<file path="src/hw/rtl/bc6m10_pkg.sv">
package bc6m10_pkg;

	localparam int NUM_CHAN = 3;
	localparam int EP_BITS = 10;
	localparam int HALF_BITS = 15;
	localparam int FULL_BITS = 16;
	localparam int W_BITS = 7;

	localparam logic [4:0] MODE_TEN_CODE = 5'd3;
	localparam logic [6:0] WEIGHT_ONE = 7'd64;
	localparam logic [3:0] LAST_TEXEL_NUM = 4'd15;

	typedef logic [FULL_BITS-1:0] chan_t;

	// one texel on its way through the blend pipeline
	typedef struct packed {
		logic [3:0] texel_number;
		logic last_texel;
		logic mode_ok;
		logic [W_BITS-1:0] weight;
		chan_t [NUM_CHAN-1:0] ep0;
		chan_t [NUM_CHAN-1:0] ep1;
	} texel_job_t;

	function automatic logic [W_BITS-1:0] weight_of(input logic [3:0] idx);
		logic [W_BITS-1:0] w;
		case (idx)
			4'd0: w = 7'd0;
			4'd1: w = 7'd4;
			4'd2: w = 7'd9;
			4'd3: w = 7'd13;
			4'd4: w = 7'd17;
			4'd5: w = 7'd21;
			4'd6: w = 7'd26;
			4'd7: w = 7'd30;
			4'd8: w = 7'd34;
			4'd9: w = 7'd38;
			4'd10: w = 7'd43;
			4'd11: w = 7'd47;
			4'd12: w = 7'd51;
			4'd13: w = 7'd55;
			4'd14: w = 7'd60;
			4'd15: w = 7'd64;
			default: w = 7'd0;
		endcase
		return w;
	endfunction

	// exact ends at zero and full scale, midpoint rounding elsewhere
	function automatic chan_t expand_ep(input logic [EP_BITS-1:0] q);
		chan_t e;
		if (q == '0) begin
			e = '0;
		end else if (q == '1) begin
			e = '1;
		end else begin
			e = {q, 6'd32};
		end
		return e;
	endfunction

endpackage

</file>
<file path="src/hw/rtl/bc6m10_ifs.sv">
interface bc6m10_blk_if;
	logic valid;
	logic ready;
	logic [63:0] block_low;
	logic [63:0] block_high;

	modport source(output valid, output block_low, output block_high, input ready);
	modport sink(input valid, input block_low, input block_high, output ready);
endinterface

interface bc6m10_texel_if;
	logic valid;
	logic ready;
	logic [3:0] texel_number;
	logic [14:0] red_half;
	logic [14:0] green_half;
	logic [14:0] blue_half;
	logic mode_ok;
	logic last_texel;

	modport source(output valid, output texel_number, output red_half, output green_half,
		output blue_half, output mode_ok, output last_texel, input ready);
	modport sink(input valid, input texel_number, input red_half, input green_half,
		input blue_half, input mode_ok, input last_texel, output ready);
endinterface

</file>
<file path="src/hw/rtl/bc6m10_unpack.sv">
module bc6m10_unpack
	import bc6m10_pkg::*;
(
	input logic clk,
	input logic arst_n,
	bc6m10_blk_if.sink blk,
	input logic advance,
	output logic job_v_s1,
	output texel_job_t job_s1
);

	logic hold_v_q;
	logic [3:0] cnt_q;
	logic ok_q;
	chan_t [NUM_CHAN-1:0] ep0_q;
	chan_t [NUM_CHAN-1:0] ep1_q;
	logic [63:0] idx_q;
	logic [127:0] word;
	logic load;
	logic emit;

	assign word = {blk.block_high, blk.block_low};
	assign blk.ready = !hold_v_q || ((cnt_q == LAST_TEXEL_NUM) && advance);
	assign load = blk.valid && blk.ready;
	assign emit = hold_v_q && advance;

	always_ff @(posedge clk or negedge arst_n) begin
		if (!arst_n) begin
			hold_v_q <= 1'b0;
			cnt_q <= '0;
			job_v_s1 <= 1'b0;
		end else begin
			if (advance) begin
				job_v_s1 <= hold_v_q;
			end
			if (load) begin
				hold_v_q <= 1'b1;
				cnt_q <= '0;
			end else if (emit) begin
				cnt_q <= cnt_q + 4'd1;
				if (cnt_q == LAST_TEXEL_NUM) begin
					hold_v_q <= 1'b0;
				end
			end
		end
	end

	always_ff @(posedge clk) begin
		if (advance) begin
			job_s1.texel_number <= cnt_q;
			job_s1.last_texel <= (cnt_q == LAST_TEXEL_NUM);
			job_s1.mode_ok <= ok_q;
			job_s1.weight <= weight_of(idx_q[3:0]);
			job_s1.ep0 <= ep0_q;
			job_s1.ep1 <= ep1_q;
		end
		if (load) begin
			ok_q <= (blk.block_low[4:0] == MODE_TEN_CODE);
			// texel 0 keeps only three index bits
			idx_q <= {blk.block_high[63:4], 1'b0, blk.block_high[3:1]};
			for (int c = 0; c < NUM_CHAN; c++) begin
				// zero endpoints for other modes so colors blend to zero
				if (blk.block_low[4:0] == MODE_TEN_CODE) begin
					ep0_q[c] <= expand_ep(word[5 + c*EP_BITS +: EP_BITS]);
					ep1_q[c] <= expand_ep(word[5 + (NUM_CHAN + c)*EP_BITS +: EP_BITS]);
				end else begin
					ep0_q[c] <= '0;
					ep1_q[c] <= '0;
				end
			end
		end else if (emit) begin
			idx_q <= idx_q >> 4;
		end
	end

endmodule

</file>
<file path="src/hw/rtl/bc6m10_blend.sv">
module bc6m10_blend
	import bc6m10_pkg::*;
(
	input logic clk,
	input logic arst_n,
	input logic advance,
	input logic job_v_s1,
	input texel_job_t job_s1,
	output logic v_s4,
	output logic [3:0] texel_number_s4,
	output logic last_texel_s4,
	output logic mode_ok_s4,
	output logic [NUM_CHAN-1:0][HALF_BITS-1:0] half_s4
);

	localparam int PROD_BITS = FULL_BITS + W_BITS;

	logic v_s2, v_s3;
	logic [3:0] num_s2, num_s3;
	logic last_s2, last_s3;
	logic ok_s2, ok_s3;
	logic [NUM_CHAN-1:0][PROD_BITS-1:0] p0_s2, p1_s2;
	chan_t [NUM_CHAN-1:0] mix_s3;
	logic [W_BITS-1:0] inv_w;
	logic [NUM_CHAN-1:0][PROD_BITS:0] sum;
	logic [NUM_CHAN-1:0][HALF_BITS+5:0] scaled;

	assign inv_w = WEIGHT_ONE - job_s1.weight;

	always_comb begin
		for (int c = 0; c < NUM_CHAN; c++) begin
			sum[c] = (PROD_BITS+1)'(p0_s2[c]) + (PROD_BITS+1)'(p1_s2[c])
				+ (PROD_BITS+1)'(32);
			// times 31 as shift and subtract
			scaled[c] = {mix_s3[c], 5'd0} - (HALF_BITS+6)'(mix_s3[c]);
		end
	end

	always_ff @(posedge clk or negedge arst_n) begin
		if (!arst_n) begin
			v_s2 <= 1'b0;
			v_s3 <= 1'b0;
			v_s4 <= 1'b0;
		end else if (advance) begin
			v_s2 <= job_v_s1;
			v_s3 <= v_s2;
			v_s4 <= v_s3;
		end
	end

	always_ff @(posedge clk) begin
		if (advance) begin
			num_s2 <= job_s1.texel_number;
			last_s2 <= job_s1.last_texel;
			ok_s2 <= job_s1.mode_ok;
			num_s3 <= num_s2;
			last_s3 <= last_s2;
			ok_s3 <= ok_s2;
			texel_number_s4 <= num_s3;
			last_texel_s4 <= last_s3;
			mode_ok_s4 <= ok_s3;
			for (int c = 0; c < NUM_CHAN; c++) begin
				p0_s2[c] <= PROD_BITS'(job_s1.ep0[c]) * PROD_BITS'(inv_w);
				p1_s2[c] <= PROD_BITS'(job_s1.ep1[c]) * PROD_BITS'(job_s1.weight);
				// the rounded mix never exceeds full scale, so sixteen bits hold it
				mix_s3[c] <= sum[c][FULL_BITS+5:6];
				half_s4[c] <= scaled[c][HALF_BITS+5:6];
			end
		end
	end

endmodule

</file>
<file path="src/hw/rtl/bc6h_mode10_block_decoder.sv">
// The first texel of a block passes from the holder through s1, s2, s3 and s4 before it is offered.
// Throughput: one texel per cycle while the texel side does not stall, set by the one
// blend pipeline that every texel passes through in turn.
// Reset: arst_n clears the block holder, texel counter and all stage valid bits at once;
// data registers are not reset.
module bc6h_mode10_block_decoder
	import bc6m10_pkg::*;
(
	input logic clk,
	input logic arst_n,
	bc6m10_blk_if.sink blk,
	bc6m10_texel_if.source texel
);

	// Structure:
	//   unpack  - holds one block, expands its six endpoints when the beat is taken and
	//             walks a counter over the sixteen indices, one texel job per cycle unless stalled (s1).
	//   blend   - s2 forms both weighted products per channel, s3 adds and rounds to
	//             the 16-bit mix, s4 scales by 31/64 into the output register.
	// Every stage moves together on advance; a stall on the texel side freezes all of
	// them, bubbles included. The next block may be taken in the cycle the sixteenth
	// texel leaves the holder, so blocks follow with no gap.

	logic advance;
	logic job_v_s1;
	texel_job_t job_s1;
	logic v_s4;
	logic [3:0] texel_number_s4;
	logic last_texel_s4;
	logic mode_ok_s4;
	logic [NUM_CHAN-1:0][HALF_BITS-1:0] half_s4;

	// advance whenever the output register is empty or its beat is being taken
	assign advance = !v_s4 || texel.ready;

	bc6m10_unpack u_unpack (
		.clk(clk),
		.arst_n(arst_n),
		.blk(blk),
		.advance(advance),
		.job_v_s1(job_v_s1),
		.job_s1(job_s1)
	);

	bc6m10_blend u_blend (
		.clk(clk),
		.arst_n(arst_n),
		.advance(advance),
		.job_v_s1(job_v_s1),
		.job_s1(job_s1),
		.v_s4(v_s4),
		.texel_number_s4(texel_number_s4),
		.last_texel_s4(last_texel_s4),
		.mode_ok_s4(mode_ok_s4),
		.half_s4(half_s4)
	);

	// drive the texel beat straight from the last stage
	assign texel.valid = v_s4;
	assign texel.texel_number = texel_number_s4;
	assign texel.red_half = half_s4[0];
	assign texel.green_half = half_s4[1];
	assign texel.blue_half = half_s4[2];
	assign texel.mode_ok = mode_ok_s4;
	assign texel.last_texel = last_texel_s4;

endmodule
</file>
<file path="src/flat_wrapper.sv">
// flat-port wrapper written by rule: the top's interface ports become plain ports
module bc6h_mode10_block_decoder_flat import bc6m10_pkg::*;
  (clk, arst_n, blk_valid, blk_block_low, blk_block_high, blk_ready, texel_valid, texel_texel_number, texel_red_half, texel_green_half, texel_blue_half, texel_mode_ok, texel_last_texel, texel_ready);
  bc6m10_blk_if blk_i ();
  bc6m10_texel_if texel_i ();
  input logic clk;
  input logic arst_n;
  input wire logic [$bits(blk_i.valid)-1:0] blk_valid;
  input wire logic [$bits(blk_i.block_low)-1:0] blk_block_low;
  input wire logic [$bits(blk_i.block_high)-1:0] blk_block_high;
  output wire logic [$bits(blk_i.ready)-1:0] blk_ready;
  output wire logic [$bits(texel_i.valid)-1:0] texel_valid;
  output wire logic [$bits(texel_i.texel_number)-1:0] texel_texel_number;
  output wire logic [$bits(texel_i.red_half)-1:0] texel_red_half;
  output wire logic [$bits(texel_i.green_half)-1:0] texel_green_half;
  output wire logic [$bits(texel_i.blue_half)-1:0] texel_blue_half;
  output wire logic [$bits(texel_i.mode_ok)-1:0] texel_mode_ok;
  output wire logic [$bits(texel_i.last_texel)-1:0] texel_last_texel;
  input wire logic [$bits(texel_i.ready)-1:0] texel_ready;
  assign blk_i.valid = blk_valid;
  assign blk_i.block_low = blk_block_low;
  assign blk_i.block_high = blk_block_high;
  assign blk_ready = blk_i.ready;
  assign texel_valid = texel_i.valid;
  assign texel_texel_number = texel_i.texel_number;
  assign texel_red_half = texel_i.red_half;
  assign texel_green_half = texel_i.green_half;
  assign texel_blue_half = texel_i.blue_half;
  assign texel_mode_ok = texel_i.mode_ok;
  assign texel_last_texel = texel_i.last_texel;
  assign texel_i.ready = texel_ready;
  bc6h_mode10_block_decoder u_core (.clk(clk), .arst_n(arst_n), .blk(blk_i), .texel(texel_i));
endmodule
</file>
<file path="config.mk">
export PLATFORM = sky130hd
export DESIGN_NAME = bc6h_mode10_block_decoder_flat
export DESIGN_NICKNAME = d
export VERILOG_FILES = /design/src/hw/rtl/bc6m10_pkg.sv /design/src/hw/rtl/bc6m10_ifs.sv /design/src/hw/rtl/bc6m10_unpack.sv /design/src/hw/rtl/bc6m10_blend.sv /design/src/hw/rtl/bc6h_mode10_block_decoder.sv /design/src/flat_wrapper.sv
export SDC_FILE = /design/constraint.sdc
export NUM_CORES = 2
export LEC_CHECK = 0
export BUFFER_PORTS_ARGS = -buffer_cell sky130_fd_sc_hd__buf_2
export CAP_MARGIN = 40
export CORE_MARGIN = 4
export CORE_UTILIZATION = 63
export DETAILED_ROUTE_END_ITERATION = 16
export GPL_ROUTABILITY_DRIVEN = 0
export GPL_TIMING_DRIVEN = 0
export PLACE_DENSITY = 0.81
export SLEW_MARGIN = 20
export SYNTH_ARGS = -nofsm -noshare
export SYNTH_HDL_FRONTEND = slang
export SYNTH_SLANG_ARGS = --single-unit
</file>
<file path="constraint.sdc">
create_clock -name clk -period 17.85 [get_ports clk]
set_clock_uncertainty 0.2 [all_clocks]
set_input_delay 1.785 -clock clk [delete_from_list [all_inputs] [get_ports clk]]
set_output_delay 1.785 -clock clk [all_outputs]
set_load 0.01 [all_outputs]
</file>
==> results.md <==
- Status: finished, final reports clean
- First-pass GRT wire length: 143,000 um
- Seq cells post-synth: between 400 and 500
- Relative slew slack: between 40% and 50%
- Critical Path Start: u_core.u_unpack.job_s1[96]
- Buffer depth of the longest clock path: 3
- Setup-failing EPs final: 0
- WHS Path Cells: 0
- Mux cell area share after synthesis: less than 1%
- Placed cells: 4,759
- Antenna violations before repair: 8
- GR Util All Layers: 26.5%
- I/O Buffers: 184
- Main synth FF type: edfxtp_1
- Post-synthesis simple-gate area fraction: 13.6%
- Final ANT Viol Nets: 0
- Post-Syn Area: 39,600 um^2
- H-tree depth: 2
- Setup TNS: 0 ns
- Cts repair resizes: 0
- Synth cell types: 82
- Register-to-Register Setup Slack: 9.74 ns
- Worst Tran Pin Value: roughly 0.9 ns
- Fin. Hold Viols: 0
- Warning count from the yosys run: 0
- Async SR Flop Fraction: roughly 1.9%
- Arr. time, crit path: 8.30 ns
- Die area: 66,900 um^2
- RSZ-0062 raised after global routing: false
- Worst hold start: u_core.u_unpack.ep0_q[43]
- Fillers: around 4,500
- Critical Setup Path Class: flop to flop
- Area delta synth->final: 9.78%
- Avg Vias per Cell: 5.63
- Nets: 4,870
- Max-slew violation total from the final report: 0
- Clk Latency, worst-skew pair: approximately 0.62 ns
- Congestion Overflow GR: 0
- Sequential-to-total area share from yosys stat: 35.8%
- CTS sink count: roughly 470
- Post-Syn Area per Cell: 10.6 um^2
- Detailed-route via count: about 27,000
- Max-cap violations: 0
- Tcrit/Tclk final: 45.4%
- Share of cells above drive strength 1: just under 8%
- Reg clk slew, reported paths: 0.06 ns
- WHS: 0.210 ns
- Cts-stage hold buffer count: 0
- Fin util: between 70 and 80%
- Register Area: 14,200 um^2
- DR iter-0 viols: 1,896
- DRC Markers: 0
- Drt wl/cell: 17.9 um
- Post-synthesis cell count: 3,729
- DP Wirelength: about 69,000 um
- Synth Area in Compound Gates: 8.31%
- Core footprint: 61,900 um^2
- Largest net degree at the start of global routing: 64
- Critical Path Sink Type: flop
- Reg-to-reg critical path endpoint: u_core.u_blend.p0_s2[44]
- Cts bufs inserted: 49
- Root Driver: clkbuf_16
- Fin crit period: 8.11 ns
- Die height: approximately 260 um
- Starting Density: 63.9%
- Startpoint type of the worst setup path: flop
- Worst Hold End: u_core.u_unpack.job_s1[91]
- Mapped Nets: 4,623
- Rows: 91
- Post CTS Setup Buffer Count: 0
- CTS tree: done
- Max FO, Critical Path: 10
- Number of synthesized flops with an enable pin: around 460
- FMAX: between 100 and 150 MHz
- Reg2reg path depth: 24
- Non-filler instance count after layout: about 4,900
- Worst Path Required: 18.04 ns
- Largest family of logic cells by synthesized area: adder cells
- Chip width: around 260 um
- Area of the multi-input gates: 23,000 um^2
- Post-synthesis adder-cell area fraction: 31.0%
- Synth Area in XOR/XNOR: 4.76%
- Ports: approximately 190
- Number of global-route vias before repair: 28,114
- Drt pass-1 iters: 6
- Reg-to-reg startpoint: u_core.u_unpack.job_s1[96]
- Class of the most critical hold timing path: flop to flop
- Wirelength, routed: 86,900 um
-- flip-flops by register name, summed over array words and instances (netlist names), 36 cells and up --
name and flops:
u_core.u_unpack.ep0_q 36, u_core.u_unpack.ep1_q 36, u_core.u_unpack.idx_q 64, u_core.u_blend.p0_s2 66, u_core.u_blend.mix_s3 48, u_core.u_unpack.job_s1 85
u_core.u_blend.p1_s2 66, u_core.u_blend.half_s4 45
-- worst max-delay path: stages (launching register included) --
cell       delay (ns)
edfxtp_1         0.34
clkbuf_1         0.61
clkbuf_1         0.59
inv_1            0.10
ha_1             0.26
xnor2_1          0.70
clkbuf_1         0.69
nand2_1          0.22
inv_1            0.17
fa_1             0.43
inv_1            0.09
fa_1             0.38
inv_1            0.08
fa_1             0.40
inv_1            0.08
fa_1             0.42
inv_1            0.08
ha_1             0.28
nor3_1           0.30
nor3_1           0.11
a211o_1          0.37
a221oi_2         0.37
o2111ai_1        0.18
a21oi_1          0.19
xnor2_1          0.23
-- cell usage after synthesis (60+ instances only) --
library cell	n	share of area, %
a21oi_1	126	1.6
and2_1	291	4.6
clkbuf_1	84	0.80
edfxtp_1	464	35
fa_1	366	19
ha_1	396	13
inv_1	552	5.2
nand2_1	490	4.6
nor2_1	120	1.1
o21ai_0	127	1.6
xnor2_1	155	3.4
xor2_1	60	1.3
-- cell usage in the layout (no fill, tap or decap), types with 16 or more instances in the layout --
| master | Yosys | layout |
|---|---|---|
| nand2_1 | 490 | 490 |
| o21ai_0 | 127 | 127 |
| nand2b_1 | 16 | 16 |
| inv_1 | 552 | 552 |
| xor2_1 | 60 | 60 |
| nor2_1 | 120 | 120 |
| clkbuf_16 | 0 | 49 |
| fa_1 | 366 | 366 |
| xnor2_1 | 155 | 155 |
| a31oi_1 | 22 | 22 |
| nand4_1 | 21 | 21 |
| clkbuf_1 | 84 | 97 |
| nor4_1 | 26 | 26 |
| o21a_1 | 25 | 25 |
| a21oi_1 | 126 | 126 |
| nor2b_1 | 20 | 20 |
| a21o_1 | 55 | 55 |
| buf_2 | 7 | 191 |
| and2_1 | 291 | 291 |
| edfxtp_1 | 464 | 464 |
| nor3_1 | 39 | 39 |
| nand3_1 | 37 | 37 |
| ha_1 | 396 | 396 |
| a211oi_1 | 26 | 26 |
| o21bai_1 | 20 | 20 |
-- per-layer routing --
metal	vias up	GRT usage [%]	part of all wire, %
met5	-	0	0.026
met4	4	8.41	3.3
met3	191	5.15	7.3
met2	919	45.8	49
met1	13255	34.0	40
li1	12962	-	-
-- per-stage QoR --
step | worst slack [ns] | instance area (um^2)
floorplan | 2.99 | 39600
global placement | -2.20 | 41500
detailed placement | 9.78 | 41700
CTS | 9.76 | 43400
global route | 9.47 | 43400
finish | 9.74 | 43400
-- kinds of logic (layout without fill, tap and decap cells) --
kind of cell,count (synthesis),in the layout
and+or+nand+nor,1111,1111
adders and majority gates,762,762
buffers and inverters,645,930
AOI/OAI and AO/OA,511,511
DFF,474,474
xor gates and xnor gates,215,215
muxes,11,11
other,0,7
-- worst max path at each step --
| stage | to | slack [ns] | cells after the start |
|---|---|---|---|
| final | u_core.u_blend.p0_s2[44] | 9.74 | 24 |
| after global placement | u_core.u_unpack.ep1_q[29] | -2.20 | 8 |
| after floorplan | u_core.u_unpack.ep0_q[10] | 2.99 | 7 |
| after CTS | u_core.u_blend.p0_s2[20] | 9.76 | 23 |
| after global routing | u_core.u_blend.p0_s2[44] | 9.47 | 24 |
| after detailed placement | u_core.u_blend.p0_s2[20] | 9.78 | 23 |
-- area by class of cell --
class / count / area share (%)
clock buffer: 70 / 3.14
clock inverter: 19 / 0.625
inverter: 553 / 4.78
antenna: 7 / 0.0403
timing repair buffer: 196 / 2.67
tap: 837 / 2.41
buffer: 92 / 0.832
sequential: 474 / 32.6
multi-input combinational: 2610 / 52.9
Power is not shown: default switching activity piles up to over one toggle a cycle in this logic, so the estimate is an artifact.
